==> src/rtl/assert_macros.svh <==
// Assertion macros shared by the sync framer RTL.
// Standalone header; no dependencies.
`ifndef ASSERT_MACROS_SVH
`define ASSERT_MACROS_SVH

// Concurrent assertion on the rising clock edge, disabled while reset is low.
`define SFC_ASSERT(lbl, clk, rst_n, prop, msg) \
  lbl: assert property (@(posedge clk) disable iff (!rst_n) (prop)) else $error(msg);

// Concurrent assertion that is checked during reset as well.
`define SFC_ASSERT_ALWAYS(lbl, clk, prop, msg) \
  lbl: assert property (@(posedge clk) (prop)) else $error(msg);

`endif

==> src/rtl/sfc_pkg.sv <==
// Shared types, constants and the byte-wide CRC-32 update for the sync framer.
// No dependencies.
`timescale 1ns / 1ps

package sfc_pkg;

  localparam int unsigned BodyBytesDef = 108;
  localparam int unsigned CfgIdxW      = 1;
  localparam int unsigned CfgDataW     = 32;
  localparam int unsigned OffsetW      = 7;

  localparam logic [31:0] CrcPolyRst  = 32'hEDB8_8320;
  localparam logic [31:0] SyncWordRst = 32'hAA44_121C;

  // Configuration register indexes
  localparam logic [CfgIdxW-1:0] RegCrcPoly  = 1'b0;
  localparam logic [CfgIdxW-1:0] RegSyncWord = 1'b1;

  typedef struct packed {
    logic [7:0]         body_byte;
    logic [OffsetW-1:0] body_offset;
    logic               frame_end;
    logic               crc_good;
  } result_t;

  // Reflected CRC-32 update by one byte, LSB first.
  function automatic logic [31:0] crc_byte(input logic [31:0] crc, input logic [7:0] b,
                                           input logic [31:0] poly);
    logic [31:0] t;
    t = {24'h0, crc[7:0] ^ b};
    for (int k = 0; k < 8; k++) begin
      if (t[0]) begin
        t = (t >> 1) ^ poly;
      end else begin
        t = t >> 1;
      end
    end
    return {8'h0, crc[31:8]} ^ t;
  endfunction

endpackage

==> src/rtl/sync_frame_crc32_checker_core.sv <==
// Top level of the sync-word framer with reflected CRC-32 check.
// Depends on sfc_pkg, sfc_out_stage and assert_macros.svh.
`timescale 1ns / 1ps
`include "assert_macros.svh"

// Takes one received byte per cycle while in_stall_o is low, hunts for the
// 32-bit sync word and then passes BODY_BYTES body bytes through with their
// offset; the last four body bytes are the received CRC (little-endian), and
// the final byte carries frame_end and crc_good. Hunting bytes, including the
// one that completes the sync word, give no result. Each accepted body byte's
// result is registered in the output stage, or in the skid buffer while the
// output waits. The CRC of the sync word is worked out ahead, one byte per
// cycle, so in_stall_o stays high after reset and after every register write
// until all four sync word bytes are done. A one-entry skid buffer lets input
// flow while a result waits on out_stall_i.
module sync_frame_crc32_checker_core #(
  parameter int unsigned BODY_BYTES = sfc_pkg::BodyBytesDef
) (
  input  logic                         clk_i,
  input  logic                         rst_ni,
  input  logic                         cfg_we_i,
  input  logic [sfc_pkg::CfgIdxW-1:0]  cfg_idx_i,
  input  logic [sfc_pkg::CfgDataW-1:0] cfg_data_i,
  input  logic                         in_valid_i,
  output logic                         in_stall_o,
  input  logic [7:0]                   rx_byte_i,
  output logic                         out_valid_o,
  input  logic                         out_stall_i,
  output logic [7:0]                   body_byte_o,
  output logic [sfc_pkg::OffsetW-1:0]  body_offset_o,
  output logic                         frame_end_o,
  output logic                         crc_good_o
);
  import sfc_pkg::*;

  localparam int unsigned CntW = $clog2(BODY_BYTES);
  localparam int unsigned ExtW = (CntW > OffsetW) ? CntW : OffsetW;
  localparam logic [CntW-1:0] LastCnt = CntW'(BODY_BYTES - 1);
  localparam logic [CntW-1:0] TailCnt = CntW'(BODY_BYTES - 4);

  logic [31:0]     crc_poly_q, sync_word_q;
  logic [31:0]     sync_shift_q, sync_shift_d;
  logic            in_frame_q, in_frame_d;
  logic [CntW-1:0] cnt_q, cnt_d;
  logic [31:0]     run_crc_q, run_crc_d;
  logic [31:0]     rcv_crc_q, rcv_crc_d;
  logic [31:0]     seed_crc_q, seed_crc_d;
  logic [1:0]      seed_idx_q, seed_idx_d;
  logic            seed_busy_q, seed_busy_d;
  logic [7:0]      seed_byte;
  logic [31:0]     shift_next;
  logic            in_acc;
  logic            last;
  logic [CntW-1:0] tail_pos;
  logic [ExtW-1:0] off_ext;
  logic            res_valid;
  logic            skid_full;
  result_t         res, out_res;

  // Configuration registers
  always_ff @(posedge clk_i or negedge rst_ni) begin
    if (!rst_ni) begin
      crc_poly_q  <= CrcPolyRst;
      sync_word_q <= SyncWordRst;
    end else if (cfg_we_i) begin
      unique case (cfg_idx_i)
        RegCrcPoly:  crc_poly_q  <= cfg_data_i;
        RegSyncWord: sync_word_q <= cfg_data_i;
        default: ;
      endcase
    end
  end

  // Sync word bytes, most significant first
  always_comb begin
    case (seed_idx_q)
      2'd0:    seed_byte = sync_word_q[31:24];
      2'd1:    seed_byte = sync_word_q[23:16];
      2'd2:    seed_byte = sync_word_q[15:8];
      default: seed_byte = sync_word_q[7:0];
    endcase
  end

  // CRC of the sync word, one byte per cycle; restart on any register write.
  always_comb begin
    seed_crc_d  = seed_crc_q;
    seed_idx_d  = seed_idx_q;
    seed_busy_d = seed_busy_q;
    if (cfg_we_i) begin
      seed_crc_d  = 32'h0;
      seed_idx_d  = 2'd0;
      seed_busy_d = 1'b1;
    end else if (seed_busy_q) begin
      seed_crc_d = crc_byte(seed_crc_q, seed_byte, crc_poly_q);
      seed_idx_d = seed_idx_q + 2'd1;
      if (seed_idx_q == 2'd3) begin
        seed_busy_d = 1'b0;
      end
    end
  end

  assign in_stall_o = skid_full || seed_busy_q;
  assign in_acc     = in_valid_i && !in_stall_o;

  assign shift_next = {sync_shift_q[23:0], rx_byte_i};
  assign last       = (cnt_q == LastCnt);
  assign tail_pos   = cnt_q - TailCnt;
  assign off_ext    = ExtW'(cnt_q);

  always_comb begin
    sync_shift_d = sync_shift_q;
    in_frame_d   = in_frame_q;
    cnt_d        = cnt_q;
    run_crc_d    = run_crc_q;
    rcv_crc_d    = rcv_crc_q;
    if (in_acc) begin
      if (!in_frame_q) begin
        sync_shift_d = shift_next;
        if (shift_next == sync_word_q) begin
          run_crc_d  = seed_crc_q;
          rcv_crc_d  = 32'h0;
          cnt_d      = '0;
          in_frame_d = 1'b1;
        end
      end else begin
        if (cnt_q < TailCnt) begin
          run_crc_d = crc_byte(run_crc_q, rx_byte_i, crc_poly_q);
        end else begin
          rcv_crc_d = rcv_crc_q | ({24'h0, rx_byte_i} << {tail_pos[1:0], 3'b000});
        end
        if (last) begin
          // Drop back to hunting with a clean shift register.
          in_frame_d   = 1'b0;
          sync_shift_d = 32'h0;
          cnt_d        = '0;
        end else begin
          cnt_d = cnt_q + 1'b1;
        end
      end
    end
  end

  always_ff @(posedge clk_i or negedge rst_ni) begin
    if (!rst_ni) begin
      sync_shift_q <= 32'h0;
      in_frame_q   <= 1'b0;
      cnt_q        <= '0;
      run_crc_q    <= 32'h0;
      rcv_crc_q    <= 32'h0;
      seed_crc_q   <= 32'h0;
      seed_idx_q   <= 2'd0;
      seed_busy_q  <= 1'b1;
    end else begin
      sync_shift_q <= sync_shift_d;
      in_frame_q   <= in_frame_d;
      cnt_q        <= cnt_d;
      run_crc_q    <= run_crc_d;
      rcv_crc_q    <= rcv_crc_d;
      seed_crc_q   <= seed_crc_d;
      seed_idx_q   <= seed_idx_d;
      seed_busy_q  <= seed_busy_d;
    end
  end

  assign res_valid       = in_acc && in_frame_q;
  assign res.body_byte   = rx_byte_i;
  assign res.body_offset = off_ext[OffsetW-1:0];
  assign res.frame_end   = last;
  assign res.crc_good    = last && (run_crc_q == rcv_crc_d);

  sfc_out_stage u_out_stage (
    .clk_i       (clk_i),
    .rst_ni      (rst_ni),
    .res_valid_i (res_valid),
    .res_i       (res),
    .full_o      (skid_full),
    .out_valid_o (out_valid_o),
    .out_stall_i (out_stall_i),
    .out_o       (out_res)
  );

  assign body_byte_o   = out_res.body_byte;
  assign body_offset_o = out_res.body_offset;
  assign frame_end_o   = out_res.frame_end;
  assign crc_good_o    = out_res.crc_good;

  `SFC_ASSERT(a_end_clears_hunt, clk_i, rst_ni,
              (in_acc && in_frame_q && last) |=> (!in_frame_q && sync_shift_q == 32'h0),
              "frame end did not return to a clean hunt")
  `SFC_ASSERT(a_cnt_in_range, clk_i, rst_ni, cnt_q <= LastCnt,
              "body byte counter ran past the frame length")
  `SFC_ASSERT(a_hunt_cnt_zero, clk_i, rst_ni, !in_frame_q |-> (cnt_q == '0),
              "body byte counter not zero while hunting")
  `SFC_ASSERT(a_good_only_at_end, clk_i, rst_ni, res.crc_good |-> res.frame_end,
              "crc_good raised on a byte that is not the frame end")
  `SFC_ASSERT(a_no_take_while_seeding, clk_i, rst_ni, seed_busy_q |-> !in_acc,
              "item accepted while the sync word CRC is not ready")
endmodule

==> src/rtl/sfc_out_stage.sv <==
// Output register with a one-entry skid buffer for the framer result channel.
// Depends on sfc_pkg (result_t) and assert_macros.svh.
`timescale 1ns / 1ps
`include "assert_macros.svh"

module sfc_out_stage (
  input  logic             clk_i,
  input  logic             rst_ni,
  input  logic             res_valid_i,
  input  sfc_pkg::result_t res_i,
  output logic             full_o,
  output logic             out_valid_o,
  input  logic             out_stall_i,
  output sfc_pkg::result_t out_o
);
  import sfc_pkg::*;

  logic    out_valid_q, out_valid_d;
  logic    skid_valid_q, skid_valid_d;
  result_t out_q, out_d;
  result_t skid_q, skid_d;
  logic    slot_free;

  // Output slot frees when empty or when its item is taken this cycle.
  assign slot_free = !out_valid_q || !out_stall_i;

  always_comb begin
    out_valid_d  = out_valid_q;
    skid_valid_d = skid_valid_q;
    out_d        = out_q;
    skid_d       = skid_q;
    if (slot_free) begin
      if (skid_valid_q) begin
        out_d        = skid_q;
        out_valid_d  = 1'b1;
        skid_valid_d = res_valid_i;
        skid_d       = res_i;
      end else begin
        out_d       = res_i;
        out_valid_d = res_valid_i;
      end
    end else if (res_valid_i) begin
      // Hold the new item aside while the output waits.
      skid_d       = res_i;
      skid_valid_d = 1'b1;
    end
  end

  always_ff @(posedge clk_i or negedge rst_ni) begin
    if (!rst_ni) begin
      out_valid_q  <= 1'b0;
      skid_valid_q <= 1'b0;
    end else begin
      out_valid_q  <= out_valid_d;
      skid_valid_q <= skid_valid_d;
    end
  end

  always_ff @(posedge clk_i) begin
    out_q  <= out_d;
    skid_q <= skid_d;
  end

  assign full_o      = skid_valid_q;
  assign out_valid_o = out_valid_q;
  assign out_o       = out_q;

  `SFC_ASSERT(a_skid_behind_out, clk_i, rst_ni, skid_valid_q |-> out_valid_q,
              "skid holds an item while the output register is empty")
  `SFC_ASSERT(a_skid_fill_cause, clk_i, rst_ni,
              $rose(skid_valid_q) |-> $past(out_valid_q && out_stall_i),
              "skid filled although the output slot was free")
  `SFC_ASSERT(a_no_overrun, clk_i, rst_ni, (skid_valid_q && out_stall_i) |-> !res_valid_i,
              "result produced while both stages are full")
endmodule
==> config.mk <==
export PLATFORM = sky130hd
export DESIGN_NAME = sync_frame_crc32_checker_core
export DESIGN_NICKNAME = d
export VERILOG_FILES = /design/src/rtl/sfc_pkg.sv /design/src/rtl/sync_frame_crc32_checker_core.sv /design/src/rtl/sfc_out_stage.sv
export VERILOG_INCLUDE_DIRS = /design/src /design/src/rtl
export SDC_FILE = /design/constraint.sdc
export NUM_CORES = 1
export LEC_CHECK = 0
export BUFFER_PORTS_ARGS = -buffer_cell sky130_fd_sc_hd__buf_2
export CELL_PAD_IN_SITES_DETAIL_PLACEMENT = 1
export CELL_PAD_IN_SITES_GLOBAL_PLACEMENT = 2
export CORE_MARGIN = 10
export CORE_UTILIZATION = 36
export DETAILED_ROUTE_END_ITERATION = 12
export PLACE_DENSITY_LB_ADDON = 0.1
export RECOVER_POWER = 100
export SLEW_MARGIN = 20
export SYNTH_ARGS = -nofsm -noshare
export SYNTH_HDL_FRONTEND = slang
export SYNTH_HIERARCHICAL = 1
export SYNTH_SLANG_ARGS = --single-unit
==> constraint.sdc <==
create_clock -name clk_i -period 4.5 [get_ports clk_i]
set_clock_uncertainty 0.1 [all_clocks]
set_input_delay 0.9 -clock clk_i [delete_from_list [all_inputs] [get_ports clk_i]]
set_output_delay 0.9 -clock clk_i [all_outputs]
set_load 0.01 [all_outputs]
# Yosys cells after proc, flatten, opt, wreduce, memory -nomap -nowiden

Index checks and enable logic that the tools add are counted.

Flip-flop bits (word level): 231
Latch bits: 0
Bits in writable memories: 0
Bits in read-only memories: 0
Input port bits: 46
Output and inout bits: 19
Word-level logic and storage cells: 161
Memories: 0

$add $sub $neg: 3
Multiply operators: 0
Div/mod/pow operators: 0
$lt $le $gt $ge: 1
Equal/unequal tests: 9
Shifts and indexed selects: 1
Multiplexer cells: 87
Bitwise gates (word level): 22
Reductions and logical operators: 18

Operators by type and width:

| operator                                                        | count |
|---|---|
| 32-bit two-way mux                                              | 65 |
| 31-bit by 32-bit bitwise XOR with 32-bit output                 | 14 |
| 17-bit two-way mux                                              | 4 |
| 32-bit == test                                                  | 2 |
| 24-bit by 32-bit bitwise XOR with 32-bit output                 | 2 |
| 7-bit by 32-bit bitwise XOR with 32-bit output                  | 2 |
| 24-bit two-way mux                                              | 2 |
| 32-bit bitwise OR                                               | 1 |
| 8-bit by 5-bit << shifter with 32-bit output                    | 1 |
| 8-bit one-hot mux with 3 select lines                           | 1 |
| 7-bit two-way mux                                               | 3 |
| 8-bit bitwise XOR                                               | 2 |
| 1-bit two-way mux                                               | 10 |
| 2-bit AND reduction                                             | 5 |
| 7-bit by 1-bit adder with 7-bit output, second input constant   | 1 |
| 7-bit == test, second input constant                            | 1 |
| 7-bit < comparator, second input constant                       | 1 |
| 2-bit by 1-bit != test with 1-bit output, second input constant | 3 |
| 2-bit nonzero test                                              | 3 |
| 2-bit == test, second input constant                            | 2 |
| 2-bit two-way mux                                               | 2 |
| 1-bit logical AND                                               | 3 |
| 1-bit logical NOT                                               | 3 |
| 3-bit AND reduction                                             | 1 |
| 6 further kinds                                                 | 7 |

# Longest topological paths before layout

Gate-level depths: netlist of run 1.

Depth after elaboration: 44
Mapped depth: 24

# By module

The synthesis of run 1 kept the hierarchy.

Modules (own cells, without submodules):

| module                        | times used | cells each | area an instance (um^2) | seq. area each (um^2) |
|---|---|---|---|---|
| sync_frame_crc32_checker_core | 1          | 2147       | 17623.2                 | 4912.2 |
| sfc_out_stage                 | 1          | 61         | 1385.1                  | 1071.0 |

# Worst setup path after synthesis of run 1

Ideal clock, no wire load.

Path type: register to register
Start point: reg seed_idx_q[0]
End point: reg seed_crc_q[6]
Setup time: 136 ps
Arrival time: 4563 ps
Data required time: 4264 ps
Slack: -300 ps
Stages on the path, launching flop included: 21
Buffers on the path: 4
Clock period less this slack: 4800 ps
Path through: dfrtp_1 -> inv_1 -> ha_1 -> buf_6 -> a22oi_1 -> mux2i_1 -> and2_1 -> buf_2 -> nor3_1 -> or4_1 -> buf_2 -> a2111oi_4 -> nor2_1 -> nand2_1 -> xnor3_1 -> a22o_1 -> or3_4 -> clkbuf_1 -> a311o_1 -> nand3_1 -> a21oi_1

Word-level cells in the longest chain between the ends: 37
Elaborated cells between the ends (all ways): 40
Classes of those cells: eq/ne: 2; mux: 27; bitwise: 10; reduce/logical: 1

Ends and longest elaborated chain:

| what                                                                                         | RTL line                                           | text |
|---|---|---|
| from (decl)                                                                                  | sync_frame_crc32_checker_core.sv:48                | `logic [1:0] seed_idx_q, seed_idx_d;` |
| from (signal assigned)                                                                       | sync_frame_crc32_checker_core.sv:160               | `seed_idx_q <= seed_idx_d;` |
| 2-bit == test, or another cell as far along                                                  | sync_frame_crc32_checker_core.sv:76                | `case (seed_idx_q)` |
| 8-bit one-hot mux with 3 select lines *                                                      | sync_frame_crc32_checker_core.sv:76                |  |
| 8-bit bitwise XOR *                                                                          | sfc_pkg.sv:30                                      | `t = {24'h0, crc[7:0] ^ b};` |
| 32-bit two-way mux *                                                                         | sfc_pkg.sv:32                                      | `if (t[0]) begin` |
| 32-bit two-way mux *                                                                         | sync_frame_crc32_checker_core.sv:93                | `end else if (seed_busy_q) begin` |
| 32-bit two-way mux *                                                                         | sync_frame_crc32_checker_core.sv:89                | `if (cfg_we_i) begin` |
| 31-bit by 32-bit bitwise XOR with 32-bit output / 32-bit two-way mux (equally long branches) | sfc_pkg.sv:33, sync_frame_crc32_checker_core.sv:89 |  |
| 32-bit two-way mux *                                                                         | sfc_pkg.sv:32                                      |  |
| (+21 left out)                                                                               | --                                                 |  |
| 32-bit two-way mux *                                                                         | sync_frame_crc32_checker_core.sv:89                |  |
| 31-bit by 32-bit bitwise XOR with 32-bit output / 32-bit two-way mux (equally long branches) | sfc_pkg.sv:33, sync_frame_crc32_checker_core.sv:89 |  |
| 32-bit two-way mux *                                                                         | sfc_pkg.sv:32                                      |  |
| 32-bit two-way mux *                                                                         | sync_frame_crc32_checker_core.sv:93                |  |
| 32-bit two-way mux *                                                                         | sync_frame_crc32_checker_core.sv:89                |  |
| 24-bit by 32-bit bitwise XOR with 32-bit output *                                            | sfc_pkg.sv:38                                      | `return {8'h0, crc[31:8]} ^ t;` |
| 32-bit two-way mux *                                                                         | sync_frame_crc32_checker_core.sv:93                |  |
| 32-bit two-way mux *                                                                         | sync_frame_crc32_checker_core.sv:89                |  |
| to (signal assigned)                                                                         | sync_frame_crc32_checker_core.sv:159               | `seed_crc_q <= seed_crc_d;` |
| to (decl)                                                                                    | sync_frame_crc32_checker_core.sv:47                | `logic [31:0] seed_crc_q, seed_crc_d;` |

Mark *: on every way between the ends. The rest lies on a longest branch, timed or not. The select of a mux whose other input is x is not followed.
A chain may end at the register's enable or synchronous reset.

# Worst setup path in the final report of run 1

Start point: reg seed_idx_q[1]
End point: reg seed_crc_q[27]

Word-level cells in the longest chain between the ends: 37
Elaborated cells between the ends (all ways): 40
Classes of those cells: eq/ne: 2; mux: 27; bitwise: 10; reduce/logical: 1

Ends and longest elaborated chain:

| what                                                                                         | RTL line                                           | text |
|---|---|---|
| 2-bit == test, or another cell as far along                                                  | sync_frame_crc32_checker_core.sv:76                |  |
| 8-bit one-hot mux with 3 select lines *                                                      | sync_frame_crc32_checker_core.sv:76                |  |
| 8-bit bitwise XOR *                                                                          | sfc_pkg.sv:30                                      |  |
| 7-bit by 32-bit bitwise XOR with 32-bit output                                               | sfc_pkg.sv:33                                      | `t = (t >> 1) ^ poly;` |
| 32-bit two-way mux *                                                                         | sfc_pkg.sv:32                                      |  |
| 32-bit two-way mux *                                                                         | sync_frame_crc32_checker_core.sv:93                |  |
| 32-bit two-way mux *                                                                         | sync_frame_crc32_checker_core.sv:89                |  |
| 31-bit by 32-bit bitwise XOR with 32-bit output                                              | sfc_pkg.sv:33                                      |  |
| (+21 left out)                                                                               | --                                                 |  |
| 32-bit two-way mux *                                                                         | sync_frame_crc32_checker_core.sv:89                |  |
| 31-bit by 32-bit bitwise XOR with 32-bit output / 32-bit two-way mux (equally long branches) | sfc_pkg.sv:33, sync_frame_crc32_checker_core.sv:89 |  |
| 32-bit two-way mux *                                                                         | sfc_pkg.sv:32                                      |  |
| 32-bit two-way mux *                                                                         | sync_frame_crc32_checker_core.sv:93                |  |
| 32-bit two-way mux *                                                                         | sync_frame_crc32_checker_core.sv:89                |  |
| 24-bit by 32-bit bitwise XOR with 32-bit output *                                            | sfc_pkg.sv:38                                      |  |
| 32-bit two-way mux *                                                                         | sync_frame_crc32_checker_core.sv:93                |  |
| 32-bit two-way mux *                                                                         | sync_frame_crc32_checker_core.sv:89                |  |

Marks and branches as above.

==> metrics.csv, run 1 <==
stage;metric;value;unit
status;outcome;finished, violations left;
status;failing checks;capacitance limit, slew limit, setup timing;
die;core area;52450;um2
final_layout;share of layout cells above drive strength 1;0.2446;
final_layout;post-route insts no fill;3086;
setup_path;R2R depth;16;
setup_path;Worst path max stage delay;0.58;ns
sta;minimum clock period after layout;5.003;ns
place;Routability Congestion;0.8485;
synth;post-synthesis sequential area ratio;0.3148;
setup_path;kind of critical path;reg -> reg;
setup_path;CP Buf/Inv Count;2;
die;DIE HEIGHT;249.8;um
synth;area leader, netlist;dfrtp_1;
final_layout;Final nets;2424;
routing;DR WL/cell;26.73;um
setup_path;Crit path arrival time;5.39;ns
min_path;hold path start;sync_shift_q[19];
synth;largest family of logic cells by synthesized area;XOR/XNOR gates;
die;# IOs;65;
sta;period utilization;1.112;
grt;global-route wire length before repair;124600;um
setup_path;cells along the critical path;ha_4 > buf_4 > a222oi_1 > a21oi_1 > xnor2_1 > or4_4 > a2111oi_4 > nor2_2 > nand2_1 > xnor3_1 > a22o_1 > or3_4 > buf_16 > and3_4 > mux2_4 > o311ai_4;
setup_path;FF-to-FF Start;seed_idx_q[1];
routing;1st-pass router iterations;5;
place;Port Buf Inserts;64;
clock_network;CTS tree;done;
sta;setup violators final;32;
setup_path;CP max stage cell;or4_4;
grt;number of global-route vias before repair;18847;
routing;DR iter-0 viols;1255;
synth;Synthesized Nets;2259;
place;Placed Cells;3002;
synth;Gate Count Post-Synth;2208;
setup_path;CP Depth;16;
sta;FMAX;199.9;MHz
synth;top area cells in the synthesized netlist;dfrtp_1 (23%), xnor2_1 (17%), nand2_1 (6.6%), edfxtp_1 (5.4%), mux2_2 (3.6%);
setup_path;Critical Path Source Type;register;
setup_path;CP Max Fanout;6;
synth;post-synth cell types;78;
routing;DRC errors left;0;
sta;Worst slew margin;-0.3210;
synth;mux share of post-synthesis cell area;0.05226;
clock_network;worst skew pair latency;0.59;ns
min_path;hold depth;1;
clock_network;clk sink count;231;
routing;DRT antenna net count;0;
routing;Via density;5.828;
grt;largest net degree at the start of global routing;94;
sta;Final Hold Violating Endpoints;0;
routing;final WL;82500;um
grt;gr ovfl total;0;
clock_network;clock buffer count from CTS;29;
flow_run;# Max-Cap Violations;1;
clock_network;clk root buf;clkbuf_16;
synth;Synth Flop Type;dfrtp_1;
sta;max-slew violation count;71;
setup_path;R2R Setup Slk;-0.50;ns
setup_path;Largest delay share family, worst path;simple AND/OR/NAND/NOR gates;
die;die width;249.8;um
synth;Post-synth EDFFs;34;
min_path;WHS Endpoint;sync_shift_q[19];
synth;Synth Area in Compound Gates;0.1806;
synth;Synth Register Bits;231;
synth;xor and xnor area share after synthesis;0.2160;
synth;mapped cell area;19010;um2
clock_network;CTS Hold Bufs;0;
sta;total negative slack;-14.32;ns
final_layout;Syn-to-layout area delta;23.18;%
routing;DR vias;17985;
synth;Yosys Warn Count;6;
die;Site Rows;84;
sta;RSZ-0062 raised after global routing;yes;
die;Initial Util;0.3624;
sta;worst slew pin tran;1.982;ns
setup_path;FF-to-FF End;seed_crc_q[27];
die;die area;62390;um2
synth;Synth Area in Adders;0.003291;
synth;top cell type's share of synthesized area;0.2251;
setup_path;Required @ worst endpoint;4.89;ns
clock_network;htree depth;1;
grt;initial antenna violation count;2;
setup_path;CP Capture Type;register;
place;DP HPWL;57910;um
synth;async set-reset flop share out of synthesis;0.8528;
synth;simple-gate share of the synthesized area;0.1842;
synth;Mean Syn Cell Area;8.609;um2
clock_network;CTS max path bufs;3;
min_path;Hold Path Class;reg -> reg;
clock_network;clock slew at reported path FFs;0.06;ns
final_layout;fillcell total;6042;
grt;GRT Overall Usage;0.2563;
place;Setup Slack @ Placement;-0.6256;ns
sta;final worst slack;-0.5034;ns
logic make-up after synthesis:
kind of cell / after synthesis
AO/OA/AOI/OAI: 479
XOR/XNOR: 456
adder cells (fa/ha/maj): 5
buffers and inverters: 224
flip-flops: 231
multiplexers: 83
AND/OR/NAND/NOR: 730
metal layers:
metal / vias up / part of all wire / wire, um / global-route usage
met2: 466 / 0.48 / 39270 / 0.4294
met3: 111 / 0.043 / 3533 / 0.02497
met4: 0 / 0.025 / 2097 / 0.05870
met5: - / 0 / 0 / 0
li1: 8145 / - / - / -
met1: 9263 / 0.46 / 37600 / 0.3487
synth_stat cells, drive strengths merged, types with 4 or more instances:
master   instances
xnor2          373
nand2          336
dfrtp          171
clkbuf         149
a21oi          105
nand3           99
o21ai           82
mux2            79
xor2            75
nor2            70
nand4           65
buf             63
o211ai          55
and3            42
a211oi          35
edfxtp          34
nand2b          32
a21o            30
o211a           29
a22o            27
a22oi           26
dfstp           26
a311o           25
o2111ai         25
and4            24
nor3            16
inv             11
nor2b           10
nor4            10
or2              7
or3              7
xnor3            7
a222oi           6
a211o            5
and2             5
ha               5
nor3b            5
mux2i            4
o31ai            4
cell type report:
cell class	count	area [um2]	share of cell area
clock buffers	40	797.0	0.03404
clock inverters	14	198.9	0.008497
well taps	688	860.8	0.03677
multi-input cells	1753	12680	0.5415
repair buffers	346	2839	0.1213
flip-flops and latches	231	5986	0.2557
inverters	12	48.80	0.002084
diodes	2	5.005	0.0002138
repair_timing:
item / CTS / global route
cloned: 6 / 0
endpoints found under the setup margin: 34 / 63
gates resized for setup: 62 / 23
setup buffers: 21 / 1
pin swaps: 58 / 20
through the flow:
step / hold WS, ns / utilization / cell area [um2]
2_1_floorplan: 0.3853 / - / 19300
3_3_place_gp: 0.4036 / 0.4157 / 21800
3_5_place_dp: 0.4055 / 0.4157 / 21800
4_1_cts: 0.2066 / 0.4461 / 23400
5_1_grt: 0.4334 / 0.4463 / 23410
6_report: 0.4283 / 0.4464 / 23410
registers in the layout (all words and copies together) (netlist names):
signal	count
sync_shift_q	24
seed_idx_q	2
u_out_stage/out_o	17
seed_crc_q	32
sync_word_q	32
in_frame_q	1
seed_busy_q	1
cnt_q	7
u_out_stage/out_valid_o	1
crc_poly_q	32
rcv_crc_q	32
run_crc_q	32
u_out_stage/skid_q	17
u_out_stage/full_o	1
how the worst max path moves through the flow:
stage	start	end	slack, ns
final	seed_idx_q[1]	seed_crc_q[27]	-0.50
after global routing	seed_idx_q[0]	seed_crc_q[5]	-0.68
after CTS	seed_idx_q[1]	seed_crc_q[27]	-0.48
after detailed placement	seed_idx_q[1]	seed_crc_q[12]	-0.63
after global placement	seed_idx_q[1]	seed_crc_q[12]	-0.55
after floorplan	seed_idx_q[0]	seed_crc_q[10]	-0.09
layout by cell type (no fill, tap or decap), types with 11 or more instances in the layout:
cell type  synthesis  routed
xnor2_1          373     362
nand2_1          336     334
buf_4              1     231
dfrtp_1          171     169
a21oi_1          105     101
nand3_1           98      92
o21ai_0           77      73
xor2_1            75      69
nor2_1            69      66
nand4_1           65      65
buf_2             20      63
mux2_2            61      61
o211ai_1          55      55
and3_1            42      37
edfxtp_1          34      34
nand2b_1          32      32
a21o_1            30      30
clkbuf_16          0      29
o211a_1           29      28
a211oi_2           1      27
a22o_1            27      26
dfstp_2           26      26
a311o_1           25      25
o2111ai_1         25      24
and4_1            24      24
a22oi_1           25      23
buf_12             0      18
clkbuf_1         148      17
buf_6              8      14
mux2_1             1      14
nor3_1            15      11
Power of run 1 is left out: the tool's default activity adds up to more than one toggle a clock period on the data nets, which glitch-free logic cannot reach.
==> inputs of run 2 (changes only) <==
==> constraint.sdc (replaced) <==
create_clock -name clk_i -period 4.5 [get_ports clk_i]
set_clock_uncertainty 0.1 [all_clocks]
set_input_delay 0.45 -clock clk_i [delete_from_list [all_inputs] [get_ports clk_i]]
set_output_delay 0.45 -clock clk_i [all_outputs]
set_load 0.01 [all_outputs]
==> run 2 against run 1 <==
  * The flow still finishes with violations (capacitance limit, slew limit, setup timing)
  * Design area up 0.85%
  * First-iteration DRC count grew 15%
  * Sequential share of layout area down 0.22 points
  * Die area stayed put
  * Flip-flop and latch count unchanged
  * Via count grew 0.50%
  * Fmax is 4.4% higher
  * Worst hold slack worse by 0.40 ns
  * Routed wire length grew 0.78%
  * Critical path type unchanged
  * Largest cell class unchanged
==> metrics.csv, run 2 (same netlist as run 1, synthesis figures left out) <==
stage;metric;value;unit;change
place;Routability Congestion;0.8618;;+1.6%
sta;RSZ-0062 raised after global routing;yes;;
routing;DR iter-0 viols;1441;;+15%
final_layout;Util after Layout;0.4502;;+0.003793
setup_path;Crit path arrival time;5.14;ns;-0.25 ns
grt;GRT Overall Usage;0.2511;;-0.005138
clock_network;clock buffer count from CTS;31;;+6.9%
setup_path;Required @ worst endpoint;4.85;ns;-0.04 ns
setup_path;CP Buf/Inv Count;4;;+2
clock_network;clk root buf;clkbuf_16;;
clock_network;CTS max path bufs;3;;unchanged
die;die width;249.8;um;unchanged
place;DP HPWL;56530;um;-2.4%
sta;period utilization;1.065;;-0.04719
flow_run;# Max-Cap Violations;2;;+1
grt;initial antenna violation count;5;;+3
setup_path;Worst path max stage delay;0.59;ns;about the same
grt;largest net degree at the start of global routing;88;;-6.4%
die;Site Rows;84;;unchanged
routing;Via density;5.886;;+0.99%
setup_path;CP max stage cell;or4_4;;
place;Port Buf Inserts;64;;unchanged
sta;final worst slack;-0.2911;ns;+0.2124 ns
grt;number of global-route vias before repair;18398;;-2.4%
final_layout;Syn-to-layout area delta;24.22;%;
sta;total negative slack;-8.007;ns;+6.308 ns
setup_path;cells along the critical path;inv_2 > ha_4 > a211o_1 > o221a_4 > o211ai_1 > o41ai_4 > or4_4 > a2111oi_4 > buf_4 > nor4_2 > or2_2 > o211a_4 > xor2_4 > buf_12 > clkbuf_16 > o211a_1 > a311o_1 > nand3_1 > a21oi_1;;
routing;DRC errors left;0;;unchanged
sta;FMAX;208.7;MHz;+4.4%
routing;final WL;83150;um;+0.78%
die;die area;62390;um2;unchanged
setup_path;kind of critical path;reg -> reg;;
clock_network;htree depth;1;;unchanged
clock_network;worst skew pair latency;0.61;ns;+0.02 ns
min_path;Hold Path Class;in -> reg;;
final_layout;fillcell total;6052;;+0.17%
routing;DR vias;18075;;+0.50%
setup_path;Largest delay share family, worst path;compound AO/OA/AOI/OAI gates;;
die;Initial Util;0.3624;;unchanged
clock_network;clock slew at reported path FFs;0.06;ns;about the same
sta;minimum clock period after layout;4.791;ns;-0.2124 ns
sta;Worst slew margin;-0.3724;;-0.05142
grt;gr ovfl total;0;;unchanged
status;outcome;finished, violations left;;
final_layout;share of layout cells above drive strength 1;0.2485;;+0.003956
setup_path;Critical Path Source Type;register;;
setup_path;CP Max Fanout;9;;+3
status;failing checks;capacitance limit, slew limit, setup timing;;
sta;setup violators final;32;;unchanged
sta;worst slew pin tran;2.059;ns;+0.07713 ns
die;DIE HEIGHT;249.8;um;unchanged
clock_network;CTS tree;done;;
routing;DRT antenna net count;0;;unchanged
final_layout;commonest non-fill, non-tap cell in the layout;xnor2_1;;
routing;DR WL/cell;27.08;um;+1.3%
final_layout;Final nets;2409;;-0.62%
sta;max-slew violation count;100;;+41%
die;core area;52450;um2;unchanged
final_layout;most frequent cells in the layout;xnor2_1 (364), nand2_1 (334), buf_4 (200), dfrtp_1 (169), a21oi_1 (99);;
clock_network;clk sink count;231;;unchanged
routing;1st-pass router iterations;5;;unchanged
setup_path;CP Capture Type;register;;
grt;global-route wire length before repair;122400;um;-1.7%
die;# IOs;65;;unchanged
sta;Final Hold Violating Endpoints;0;;unchanged
-- run 2: changes by cell type in the layout (fill, tap and decap cells not counted), moves of 7 or more --
cell,before,now
clkbuf_16,29,39
mux2_1,14,1
dlygate4sd3_1,0,7
buf_12,18,26
mux2_4,4,17
a211oi_2,27,20
buf_4,231,200
-- run 2: layer usage --
layer | GRT usage | routed length, um | vias to the layer above
li1 | - | - | 8086
met1 | 0.3339 | 36880 | 9407
met2 | 0.4243 | 40270 | 492
met3 | 0.02767 | 3943 | 90
met4 | 0.06615 | 2054 | 0
met5 | 0 | 0 | -
-- run 2: cell type report --
| class | instances | area [um2] | area share |
|---|---|---|---|
| Antenna cell | 1 | 2.502 | 0.0001060 |
| Clock buffer | 40 | 839.6 | 0.03556 |
| Clock inverter | 17 | 196.4 | 0.008319 |
| Inverter | 12 | 45.04 | 0.001908 |
| Multi-Input combinational cell | 1753 | 12800 | 0.5420 |
| Sequential cell | 231 | 5986 | 0.2535 |
| Tap cell | 688 | 860.8 | 0.03646 |
| Timing Repair Buffer | 329 | 2884 | 0.1221 |
-- run 2: worst paths after layout --
| path | startpoint | to | slack [ns] | cells after the start |
|---|---|---|---|---|
| worst max-delay path | seed_idx_q[1] | seed_crc_q[8] | -0.29 | 19 |
| worst min-delay path | cfg_data_i[6] | crc_poly_q[6] | 0.03 | 2 |
| worst max register to register | seed_idx_q[1] | seed_crc_q[8] | -0.29 | 19 |
| worst min register to register | sync_shift_q[16] | sync_shift_q[16] | 0.43 | 1 |
| max in group asynchronous | rst_ni | rcv_crc_q[20] | 1.83 | 3 |
| min in group asynchronous | rst_ni | u_out_stage/full_o | 0.85 | 2 |
-- run 2: repair_timing --
item                                    CTS  global route
gates resized for setup                  40            54
pin swaps                                 9            59
cloned                                    1             9
hold endpoints to repair                 68             0
hold buffers                              7             0
endpoints found under the setup margin   32            65
setup buffers                            14            18
-- run 2: per-stage QoR --
stage	setup WS (ns)	hold slack (ns)	cell area, um2	std cells
detailed placement	-0.5274	0.4148	21530	2964
global placement	-0.3335	0.4053	21530	2964
CTS	-0.2494	0.001624	23010	3043
global route	-0.4758	0.01302	23610	3071
floorplan	-0.08972	0.05441	19270	2208
finish	-0.2911	0.02676	23610	3071
Power of run 2 is left out for the same reason.
